## config.mk

```make
export PLATFORM = sky130hd
export DESIGN_NAME = topological_sort_kahn
export DESIGN_NICKNAME = d
export VERILOG_FILES = /design/src/tsk_pkg.sv /design/src/topological_sort_kahn.sv /design/src/tsk_edge_store.sv /design/src/tsk_indeg_unit.sv
export SDC_FILE = /design/constraint.sdc
export NUM_CORES = 2
export LEC_CHECK = 0
export ABC_CLOCK_PERIOD_IN_PS = 6300
export BUFFER_PORTS_ARGS = -buffer_cell sky130_fd_sc_hd__buf_2
export CORE_ASPECT_RATIO = 1.25
export CORE_MARGIN = 5
export CORE_UTILIZATION = 68
export DETAILED_ROUTE_END_ITERATION = 12
export GPL_TIMING_DRIVEN = 1
export PLACE_DENSITY = 0.85
export SYNTH_ARGS = -nofsm -noshare
export SYNTH_HDL_FRONTEND = slang
export SYNTH_HIERARCHICAL = 1
export SYNTH_SLANG_ARGS = --single-unit
```

## constraint.sdc

```tcl
create_clock -name clk -period 6.3 [get_ports clk]
set_clock_uncertainty 0.2 [all_clocks]
set_input_delay 0.315 -clock clk [delete_from_list [all_inputs] [get_ports clk]]
set_output_delay 0.315 -clock clk [all_outputs]
set_load 0.02 [all_outputs]
```

## src/tsk_pkg.sv

```systemverilog
// Shared types and constants for the topological sort unit.
package tsk_pkg;

	localparam int NODE_SLOTS       = 32;
	localparam int NODE_W           = 5;
	localparam int COUNT_W          = 6;
	localparam int NODE_COUNT_RESET = 32;
	localparam int MAX_NODES_DEF    = 32;
	localparam int MAX_EDGES_DEF    = 128;

	// Command opcodes
	localparam logic OP_ADD  = 1'b0;
	localparam logic OP_SORT = 1'b1;

	typedef logic [NODE_W-1:0] node_t;

	// Operations on the indegree table
	typedef enum logic [1:0] {
		IOP_CLR,
		IOP_INC,
		IOP_DEC,
		IOP_READ
	} indeg_op_t;

	typedef struct packed {
		logic      valid;
		indeg_op_t op;
		node_t     addr;
	} indeg_req_t;

	typedef struct packed {
		logic      valid;
		indeg_op_t op;
		node_t     addr;
		logic      zero;
	} indeg_rsp_t;

	typedef struct packed {
		logic  load;
		logic  clear;
		node_t src;
		node_t dst;
	} edge_cmd_t;

endpackage

```

## src/topological_sort_kahn.sv

```systemverilog
// Top level: command port, sort sequencer and ready queue.
//
//  Channel   Signals                                      Transaction when
//  command   start, busy, opcode, edge_source, edge_target start && !busy
//  result    strobe, has_node, node_index, is_last,       strobe (one cycle)
//            cycle_found, edges_dropped
//  config    cfg_valid, cfg_ready, cfg_data (node_count)  cfg_valid && cfg_ready
//
// An edge load is taken while busy stays low.
// A sort walks the edge memory's single read port once to count indegrees
// and once more for every sorted node, after a clearing pass over the
// indegree table.
// Reset clears control state and sets node_count to 32; no pass follows reset.
// Results leave one per strobe and cannot be held off by the receiver.
module topological_sort_kahn import tsk_pkg::*; #(
	parameter int MAX_NODES = MAX_NODES_DEF,
	parameter int MAX_EDGES = MAX_EDGES_DEF,
	localparam int AddrW = $clog2(MAX_EDGES),
	localparam int CntW  = $clog2(MAX_EDGES + 1)
) (
	input  logic               clk,
	input  logic               arst_n,
	input  logic               start,
	output logic               busy,
	input  logic               opcode,
	input  node_t              edge_source,
	input  node_t              edge_target,
	output logic               strobe,
	output logic               has_node,
	output node_t              node_index,
	output logic               is_last,
	output logic               cycle_found,
	output logic               edges_dropped,
	input  logic               cfg_valid,
	output logic               cfg_ready,
	input  logic [COUNT_W-1:0] cfg_data
);

	localparam int NodeLimit = (MAX_NODES < NODE_SLOTS) ? MAX_NODES : NODE_SLOTS;

	typedef enum logic [2:0] {
		ST_IDLE,
		ST_CLEAR,
		ST_COUNT,
		ST_SCAN,
		ST_POP,
		ST_WAIT_Q,
		ST_WALK,
		ST_FINISH
	} state_t;

	state_t             state_q;
	logic [COUNT_W-1:0] node_count_q;
	node_t              clr_idx_q;
	logic [CntW-1:0]    e_q;
	logic [COUNT_W-1:0] i_q;
	logic [COUNT_W-1:0] head_q;
	logic [COUNT_W-1:0] tail_q;
	node_t              cur_q;
	logic               pend_valid_q;
	node_t              pend_node_q;
	logic               run_drop_q;
	logic               edge_rd_s1;
	logic               strobe_q;
	logic               has_node_q;
	node_t              node_index_q;
	logic               is_last_q;
	logic               cycle_found_q;
	logic               edges_dropped_q;

	node_t              qmem [NODE_SLOTS];
	node_t              q_rd_q;

	logic [COUNT_W-1:0] n_eff;
	logic               accept;
	logic               edge_rd;
	logic               edge_ok;
	logic               edges_done;
	logic               push;
	edge_cmd_t          edge_cmd;
	node_t              rd_src;
	node_t              rd_dst;
	logic [CntW-1:0]    edge_total;
	logic               dropped;
	indeg_req_t         ireq;
	indeg_rsp_t         irsp;

	tsk_edge_store #(
		.MAX_EDGES(MAX_EDGES)
	) u_edges (
		.clk       (clk),
		.arst_n    (arst_n),
		.cmd       (edge_cmd),
		.node_limit(n_eff),
		.rd_addr   (e_q[AddrW-1:0]),
		.rd_src    (rd_src),
		.rd_dst    (rd_dst),
		.edge_total(edge_total),
		.dropped   (dropped)
	);

	tsk_indeg_unit #(
		.MAX_EDGES(MAX_EDGES)
	) u_indeg (
		.clk   (clk),
		.arst_n(arst_n),
		.req   (ireq),
		.rsp   (irsp)
	);

	// Saturate the node count and decode the handshake
	always_comb begin
		n_eff  = (node_count_q > COUNT_W'(NodeLimit)) ? COUNT_W'(NodeLimit) : node_count_q;
		busy   = (state_q != ST_IDLE);
		accept = start && !busy;
		cfg_ready = !busy;
	end

	// Drive edge store commands and the edge walk
	always_comb begin
		edge_cmd.load  = accept && (opcode == OP_ADD);
		edge_cmd.clear = (state_q == ST_FINISH);
		edge_cmd.src   = edge_source;
		edge_cmd.dst   = edge_target;
		edge_rd        = ((state_q == ST_COUNT) || (state_q == ST_WALK)) && (e_q < edge_total);
		edge_ok        = ({1'b0, rd_src} < n_eff) && ({1'b0, rd_dst} < n_eff);
		edges_done     = !edge_rd && !edge_rd_s1 && !irsp.valid;
	end

	// Issue indegree operations for the current phase
	always_comb begin
		ireq.valid = 1'b0;
		ireq.op    = IOP_READ;
		ireq.addr  = i_q[NODE_W-1:0];
		unique case (state_q)
			ST_CLEAR: begin
				ireq.valid = 1'b1;
				ireq.op    = IOP_CLR;
				ireq.addr  = clr_idx_q;
			end
			ST_COUNT: begin
				ireq.valid = edge_rd_s1 && edge_ok;
				ireq.op    = IOP_INC;
				ireq.addr  = rd_dst;
			end
			ST_SCAN: begin
				ireq.valid = (i_q < n_eff);
				ireq.op    = IOP_READ;
				ireq.addr  = i_q[NODE_W-1:0];
			end
			ST_WALK: begin
				ireq.valid = edge_rd_s1 && (rd_src == cur_q) && ({1'b0, rd_dst} < n_eff);
				ireq.op    = IOP_DEC;
				ireq.addr  = rd_dst;
			end
			default: begin
				ireq.valid = 1'b0;
			end
		endcase
		push = irsp.zero && ((irsp.op == IOP_READ) || (irsp.op == IOP_DEC)) &&
			(tail_q < COUNT_W'(NODE_SLOTS));
	end

	// Ready queue: append at tail, read at head every cycle
	always_ff @(posedge clk) begin
		if (push) begin
			qmem[tail_q[NODE_W-1:0]] <= irsp.addr;
		end
		q_rd_q <= qmem[head_q[NODE_W-1:0]];
	end

	// Sequence the sort and register results
	always_ff @(posedge clk or negedge arst_n) begin
		if (!arst_n) begin
			state_q         <= ST_IDLE;
			node_count_q    <= COUNT_W'(NODE_COUNT_RESET);
			clr_idx_q       <= '0;
			e_q             <= '0;
			i_q             <= '0;
			head_q          <= '0;
			tail_q          <= '0;
			cur_q           <= '0;
			pend_valid_q    <= 1'b0;
			pend_node_q     <= '0;
			run_drop_q      <= 1'b0;
			edge_rd_s1      <= 1'b0;
			strobe_q        <= 1'b0;
			has_node_q      <= 1'b0;
			node_index_q    <= '0;
			is_last_q       <= 1'b0;
			cycle_found_q   <= 1'b0;
			edges_dropped_q <= 1'b0;
		end else begin
			strobe_q   <= 1'b0;
			edge_rd_s1 <= edge_rd;
			if (cfg_valid && cfg_ready) begin
				node_count_q <= cfg_data;
			end
			// Empty the queue at the start of a sort, else advance the tail
			if (accept && (opcode == OP_SORT)) begin
				tail_q <= '0;
			end else if (push) begin
				tail_q <= tail_q + COUNT_W'(1);
			end
			unique case (state_q)
				ST_IDLE: begin
					if (accept && (opcode == OP_SORT)) begin
						state_q      <= ST_CLEAR;
						clr_idx_q    <= '0;
						run_drop_q   <= dropped;
						head_q       <= '0;
						pend_valid_q <= 1'b0;
					end
				end
				ST_CLEAR: begin
					clr_idx_q <= clr_idx_q + NODE_W'(1);
					if (clr_idx_q == NODE_W'(NODE_SLOTS - 1)) begin
						state_q <= ST_COUNT;
						e_q     <= '0;
					end
				end
				ST_COUNT: begin
					if (edge_rd) begin
						e_q <= e_q + CntW'(1);
					end
					if (edge_rd_s1 && !edge_ok) begin
						run_drop_q <= 1'b1;
					end
					if (edges_done) begin
						state_q <= ST_SCAN;
						i_q     <= '0;
					end
				end
				ST_SCAN: begin
					if (i_q < n_eff) begin
						i_q <= i_q + COUNT_W'(1);
					end else if (!irsp.valid) begin
						state_q <= ST_POP;
					end
				end
				ST_POP: begin
					if (head_q < tail_q) begin
						head_q  <= head_q + COUNT_W'(1);
						state_q <= ST_WAIT_Q;
					end else begin
						state_q <= ST_FINISH;
					end
				end
				ST_WAIT_Q: begin
					// Emit the previous node now that another one follows
					if (pend_valid_q) begin
						strobe_q        <= 1'b1;
						has_node_q      <= 1'b1;
						node_index_q    <= pend_node_q;
						is_last_q       <= 1'b0;
						cycle_found_q   <= 1'b0;
						edges_dropped_q <= 1'b0;
					end
					pend_valid_q <= 1'b1;
					pend_node_q  <= q_rd_q;
					cur_q        <= q_rd_q;
					e_q          <= '0;
					state_q      <= ST_WALK;
				end
				ST_WALK: begin
					if (edge_rd) begin
						e_q <= e_q + CntW'(1);
					end
					if (edges_done) begin
						state_q <= ST_POP;
					end
				end
				ST_FINISH: begin
					// Emit the final node, or an empty result when none sorted
					strobe_q        <= 1'b1;
					has_node_q      <= pend_valid_q;
					node_index_q    <= pend_valid_q ? pend_node_q : '0;
					is_last_q       <= 1'b1;
					cycle_found_q   <= (head_q < n_eff);
					edges_dropped_q <= run_drop_q;
					state_q         <= ST_IDLE;
				end
				default: begin
					state_q <= ST_IDLE;
				end
			endcase
		end
	end

	assign strobe        = strobe_q;
	assign has_node      = has_node_q;
	assign node_index    = node_index_q;
	assign is_last       = is_last_q;
	assign cycle_found   = cycle_found_q;
	assign edges_dropped = edges_dropped_q;

	assert property (@(posedge clk) disable iff (!arst_n)
		(strobe_q && !has_node_q) |-> is_last_q)
		else $error("empty result that is not the last");

	assert property (@(posedge clk) disable iff (!arst_n)
		head_q <= tail_q)
		else $error("ready queue read past its tail");

	assert property (@(posedge clk) disable iff (!arst_n)
		(strobe_q && is_last_q) |-> !busy)
		else $error("last result while the sort still runs");

	assert property (@(posedge clk) disable iff (!arst_n)
		strobe_q |-> ($past(state_q) == ST_WAIT_Q) || ($past(state_q) == ST_FINISH))
		else $error("result strobe outside emission");

endmodule

```

## src/tsk_edge_store.sv

```systemverilog
// Edge list memory with edge counter and dropped-edge flag.
module tsk_edge_store import tsk_pkg::*; #(
	parameter int MAX_EDGES = MAX_EDGES_DEF,
	localparam int AddrW = $clog2(MAX_EDGES),
	localparam int CntW  = $clog2(MAX_EDGES + 1)
) (
	input  logic               clk,
	input  logic               arst_n,
	input  edge_cmd_t          cmd,
	input  logic [COUNT_W-1:0] node_limit,
	input  logic [AddrW-1:0]   rd_addr,
	output node_t              rd_src,
	output node_t              rd_dst,
	output logic [CntW-1:0]    edge_total,
	output logic               dropped
);

	logic [2*NODE_W-1:0] mem [MAX_EDGES];
	logic [2*NODE_W-1:0] rd_q;
	logic [CntW-1:0]     total_q;
	logic                drop_q;
	logic                store_ok;

	// Accept an edge only when both ends exist and there is room
	always_comb begin
		store_ok = ({1'b0, cmd.src} < node_limit) && ({1'b0, cmd.dst} < node_limit) &&
			(total_q != CntW'(MAX_EDGES));
	end

	// Write new edges at the fill count, read one entry a cycle
	always_ff @(posedge clk) begin
		if (cmd.load && store_ok) begin
			mem[total_q[AddrW-1:0]] <= {cmd.src, cmd.dst};
		end
		rd_q <= mem[rd_addr];
	end

	// Track fill count and drops; clear both after a sort
	always_ff @(posedge clk or negedge arst_n) begin
		if (!arst_n) begin
			total_q <= '0;
			drop_q  <= 1'b0;
		end else if (cmd.clear) begin
			total_q <= '0;
			drop_q  <= 1'b0;
		end else if (cmd.load) begin
			if (store_ok) begin
				total_q <= total_q + CntW'(1);
			end else begin
				drop_q <= 1'b1;
			end
		end
	end

	assign rd_src     = rd_q[2*NODE_W-1:NODE_W];
	assign rd_dst     = rd_q[NODE_W-1:0];
	assign edge_total = total_q;
	assign dropped    = drop_q;

	assert property (@(posedge clk) disable iff (!arst_n)
		total_q <= CntW'(MAX_EDGES))
		else $error("edge count beyond capacity");

	assert property (@(posedge clk) disable iff (!arst_n)
		(cmd.load && !cmd.clear && !store_ok) |=> drop_q)
		else $error("rejected edge did not raise the drop flag");

	assert property (@(posedge clk) disable iff (!arst_n)
		cmd.clear |=> (total_q == '0) && !drop_q)
		else $error("edge list not cleared");

endmodule

```

## src/tsk_indeg_unit.sv

```systemverilog
// Indegree table memory with read-modify-write stage and write forwarding.
module tsk_indeg_unit import tsk_pkg::*; #(
	parameter int MAX_EDGES = MAX_EDGES_DEF,
	localparam int CntW = $clog2(MAX_EDGES + 1)
) (
	input  logic       clk,
	input  logic       arst_n,
	input  indeg_req_t req,
	output indeg_rsp_t rsp
);

	logic [CntW-1:0] mem [NODE_SLOTS];
	logic [CntW-1:0] rd_s1;
	indeg_req_t      req_s1;
	logic            fwd_valid_q;
	node_t           fwd_addr_q;
	logic [CntW-1:0] fwd_data_q;
	logic [CntW-1:0] old_val;
	logic            wr_en_s1;
	logic [CntW-1:0] wr_data_s1;
	logic            zero_s1;

	// Modify stage: take the last write when it hit the same entry
	always_comb begin
		old_val    = (fwd_valid_q && (fwd_addr_q == req_s1.addr)) ? fwd_data_q : rd_s1;
		wr_en_s1   = 1'b0;
		wr_data_s1 = old_val;
		zero_s1    = 1'b0;
		case (req_s1.op)
			IOP_INC: begin
				wr_en_s1   = req_s1.valid;
				wr_data_s1 = old_val + CntW'(1);
			end
			IOP_DEC: begin
				wr_en_s1   = req_s1.valid && (old_val != '0);
				wr_data_s1 = old_val - CntW'(1);
				zero_s1    = (old_val == CntW'(1));
			end
			IOP_READ: begin
				zero_s1 = (old_val == '0);
			end
			default: begin
				zero_s1 = 1'b0;
			end
		endcase
	end

	// Write back modified entries or clear; read one entry a cycle
	always_ff @(posedge clk) begin
		if (wr_en_s1) begin
			mem[req_s1.addr] <= wr_data_s1;
		end else if (req.valid && (req.op == IOP_CLR)) begin
			mem[req.addr] <= '0;
		end
		rd_s1      <= mem[req.addr];
		fwd_addr_q <= req_s1.addr;
		fwd_data_q <= wr_data_s1;
	end

	// Advance the request and the forwarding flag
	always_ff @(posedge clk or negedge arst_n) begin
		if (!arst_n) begin
			req_s1      <= '0;
			fwd_valid_q <= 1'b0;
		end else begin
			req_s1      <= req;
			fwd_valid_q <= wr_en_s1;
		end
	end

	assign rsp.valid = req_s1.valid;
	assign rsp.op    = req_s1.op;
	assign rsp.addr  = req_s1.addr;
	assign rsp.zero  = req_s1.valid && zero_s1;

	assert property (@(posedge clk) disable iff (!arst_n)
		(req.valid && (req.op == IOP_CLR)) |-> !wr_en_s1)
		else $error("clear collides with a pending write");

	assert property (@(posedge clk) disable iff (!arst_n)
		rsp.zero |-> ((rsp.op == IOP_READ) || (rsp.op == IOP_DEC)))
		else $error("zero flag on an operation that does not report it");

	assert property (@(posedge clk) disable iff (!arst_n)
		(req_s1.valid && (req_s1.op == IOP_INC)) |=> fwd_valid_q)
		else $error("increment did not write back");

endmodule

```

==> results.md <==
- Category of the worst setup path capture point: register
- Synth Instances: 4292
- Post-synth EDFFs: 1696
- Detailed-router iteration count before antenna repair: 6
- Count of final hold-check violations: 0
- Fmax achieved: 194.1 MHz
- Worst IR drop on VDD: 0.4594 mV
- Data required time at the worst endpoint: 6.50 ns
- Cell chosen for the clock root: sky130_fd_sc_hd__clkbuf_16
- Sequential fraction of design power: 47.3%
- Placement Rows: 134
- Diode count: 0
- Post-route fraction of the period consumed by the critical path: 81.78%
- Global-route met2 utilization: 50.73%
- Cells on Worst Hold Path: 2
- CTS H-tree lvls: 4
- Maximum root-to-sink buffer count: 3
- Hold path startpoint: edge_source[4]
- Number of buffers inserted by hold repair at cts: 26
- Share of flip-flops with an asynchronous set or reset: 4.204%
- DRC violation total after the first TritonRoute iteration: 6015
- Worst Tran Pin Value: 1.250 ns
- Die Wd: 303.2 µm
- Setup bufs post-CTS: 0
- CORE AREA: 106800 µm²
- Global-route wire length before repair: 263000 µm
- Combinational cell fraction of total power: 22.4%
- Dominant register cell in the synthesized netlist: sky130_fd_sc_hd__edfxtp_1
- Summed instance area of the synthesized netlist: 73090 µm²
- Clock latency on the worst-skew pair: 0.79 ns
- Post-CTS Resized: 0
- Total routed wirelength: 178900 µm
- Warnings from Yosys: 6
- Number of unique standard cell types used by synthesis: 82
- Final instance area: 80120 µm²
- Gr usage total: 31.44%
- Proportion of power drawn by the clock network: 30.3%
- Clock transition at path regs: 0.06 ns
- I/O pins: 33
- Number of pins exceeding their max-slew limit in the final report: 0
- Maximum number of pins on one net before global-route repair: 141
- Net count after synthesis: 4369
- Detail-routed net length per standard cell: 30.26 µm
- GR met1 Demand/Resource: 42.16%
- I/O Buffers: 32
- Count of cells along the worst register-to-register path: 11
- Leak: 24.90 nW
- Fraction of the yosys area taken by sequential cells: 73.27%
- Relative area change from synthesis to final layout: 9.619%
- Worst reg2reg path endpoint: u_edges/mem[49][6]
- Number of design rule violations left after detail routing: 0
- Gpl congestion: 0.9379
- Die ar.: 114200 µm²
- Most area-hungry cell type in the Yosys netlist: sky130_fd_sc_hd__edfxtp_1
- Number of flip-flops and latches in the synthesized netlist: 1808
- Starting density of the core: 68.43%
- Routed via count divided by cell count: 6.961
- Status: completed
- Worst min path class: input port to register
- Layout cells sized above 1: 16.03%
- Min Clock Period, post-route: 5.152 ns
- Source of the worst register-to-register timing path: node_count_q[5]
- # nets final: 4440
- Setup slack on the worst flop-to-flop path: 1.15 ns
- Total congestion overflow after global routing: 0
- CTS tree: built
- Top cells by area, synth: sky130_fd_sc_hd__edfxtp_1 70%, sky130_fd_sc_hd__mux2i_1 6.2%, sky130_fd_sc_hd__mux4_2 4.0%, sky130_fd_sc_hd__mux2_2 2.8%, sky130_fd_sc_hd__dfrtp_1 2.6%
- Total of endpoints with negative setup slack in the final report: 0
- Nature of the critical path startpoint: register
- Design internal power: 22.15 mW
- Areal power density over the cells: 389.2 nW/µm²
- # Max-Cap Violations: 0
- Class of the most critical setup path: register to register
- Setup repair after global routing missed its margin: no
- Detailed-placement wirelength estimate: 107300 µm
- Fill cells: 5612
- Area after detailed placement: 74840 µm²
- Syn avg cell area: 17.03 µm²
- Via Count: 41161
- Fraction of post-synthesis cell area in the top cell type by area: 69.68%
- Setup tns final: 0 ns
- Worst hold endpoint: u_edges/mem[90][9]
- Net switching component of the power: 9.026 mW
- Met3 Track Usage GR: 5.726%
- GRT busiest layer: met2
- Critical-path maximum fanout: 16
- Arrival time worst endpoint: 5.35 ns
- Most frequent cell after synthesis: sky130_fd_sc_hd__edfxtp_1
- Height of the die: 376.5 µm
- Antenna violations before repair: 7
- Worst slew margin: 16.65%
- Number of sinks on the clock net: 1808
- Antenna violation net count after detailed routing: 0
- Switching Fraction: 28.95%
- Number of CTS-inserted buffers: 160
- Vias in the first global route: 40532
- Most frequent cells after synthesis: 1696 x sky130_fd_sc_hd__edfxtp_1, 453 x sky130_fd_sc_hd__mux2i_1, 262 x sky130_fd_sc_hd__nor2_1
## area by class of cell
type / instances / area (µm²) / area share, %
inverters: 44 / 165.2 / 0.2061
clock inverters: 90 / 798.3 / 0.9964
clock buffers: 194 / 4203 / 5.246
well taps: 1428 / 1787 / 2.230
repair buffers: 138 / 1154 / 1.440
multi-input cells: 2211 / 18450 / 23.03
flip-flops and latches: 1808 / 53560 / 66.85
## kinds of logic (layout without fill, tap and decap cells)
group / count (synthesis) / in the layout / synth area share [%]
AOI/OAI and AO/OA: 566 / 566 / 5.441
xor gates and xnor gates: 21 / 21 / 0.2517
adders and majority gates: 56 / 56 / 0.9587
buffers and inverters: 273 / 466 / 1.681
DFF: 1808 / 1808 / 73.27
muxes: 771 / 771 / 13.11
and+or+nand+nor: 797 / 797 / 5.288
## metal layers
metal | part of all wire (%) | up-vias
li1 | - | 17111
met1 | 34 | 20422
met2 | 49 | 3051
met3 | 11 | 567
met4 | 6.0 | 10
met5 | 0.039 | -
## metrics by stage
stage	setup slack (ns)	power, mW	hold slack [ns]	instances	utilization, %
global route	0.9811	32.20	0.05424	5913	75.02
global placement	1.454	21.43	0.1526	5603	70.07
floorplan	2.149	19.37	-0.1806	4292	-
finish	1.148	31.18	0.07634	5913	75.02
CTS	1.304	31.13	0.03913	5913	75.02
detailed placement	1.378	21.69	0.1585	5603	70.07
## worst max path at each step
stage	cells past startpoint	endpoint	slack [ns]	startpoint
2_1_floorplan	12	u_indeg/mem[0][2]	2.15	u_indeg/rsp[4]
3_3_place_gp	11	u_edges/mem[121][1]	1.45	node_count_q[5]
3_5_place_dp	11	u_edges/mem[49][6]	1.38	node_count_q[5]
4_1_cts	11	u_indeg/mem[22][6]	1.30	u_indeg/rsp[3]
5_1_grt	11	u_edges/mem[49][6]	0.98	node_count_q[5]
6_report	11	u_edges/mem[49][6]	1.15	node_count_q[5]
## power groups by stage
stage	combinational (mW)	clock, mW	sequential (mW)
after detailed placement	6.71	0	15.0
after floorplan	4.61	0	14.8
after global placement	6.48	0	15.0
after global routing	7.38	10.0	14.8
after CTS	6.90	9.50	14.7
final	6.99	9.44	14.7
## registers in the layout, summed over array words and instances, names as in the netlist, 8 cells and up
register / flops
u_edges/mem: 1280
u_indeg/mem: 256
qmem: 160
u_edges/rd_q: 10
e_q: 8
u_edges/edge_total: 8
u_indeg/fwd_data_q: 8
u_indeg/rd_s1: 8
u_indeg/rsp: 8
## cells in the final DEF (no fill, tap or decap), types with 17 or more instances in the layout
cell type                       count
sky130_fd_sc_hd__nand3_1          115
sky130_fd_sc_hd__nor3_1            49
sky130_fd_sc_hd__dlygate4sd3_1     25
sky130_fd_sc_hd__o22ai_1           59
sky130_fd_sc_hd__a21oi_1          131
sky130_fd_sc_hd__o21ai_0           18
sky130_fd_sc_hd__mux4_2           130
sky130_fd_sc_hd__buf_4             84
sky130_fd_sc_hd__ha_1              56
sky130_fd_sc_hd__and3_1            17
sky130_fd_sc_hd__inv_1             39
sky130_fd_sc_hd__a211oi_1          58
sky130_fd_sc_hd__clkinv_2          22
sky130_fd_sc_hd__o22ai_2           18
sky130_fd_sc_hd__nor2b_1           68
sky130_fd_sc_hd__nand4_1           28
sky130_fd_sc_hd__dfxtp_1           36
sky130_fd_sc_hd__nand2_1          157
sky130_fd_sc_hd__clkbuf_1          28
sky130_fd_sc_hd__dfrtp_1           72
sky130_fd_sc_hd__o211ai_1          17
sky130_fd_sc_hd__mux2_2           181
sky130_fd_sc_hd__clkbuf_16        161
sky130_fd_sc_hd__nor2_1           256
sky130_fd_sc_hd__edfxtp_1        1696
sky130_fd_sc_hd__mux2i_1          453
sky130_fd_sc_hd__buf_2             21
sky130_fd_sc_hd__clkinv_1          36
sky130_fd_sc_hd__a22oi_1          161
## worst max-delay path, stage by stage (launching register included)
cell and delay, ns:
sky130_fd_sc_hd__dfstp_2 0.60, sky130_fd_sc_hd__inv_2 0.10, sky130_fd_sc_hd__nand2_1 0.19, sky130_fd_sc_hd__inv_1 0.07, sky130_fd_sc_hd__inv_1 0.08, sky130_fd_sc_hd__ha_1 0.23
sky130_fd_sc_hd__a21o_1 0.16, sky130_fd_sc_hd__a211o_1 0.30, sky130_fd_sc_hd__a21oi_2 0.57, sky130_fd_sc_hd__nand4_1 0.96, sky130_fd_sc_hd__buf_4 0.55, sky130_fd_sc_hd__nor2_1 0.71
No activity file was read; power rests on OpenSTA's default activity.
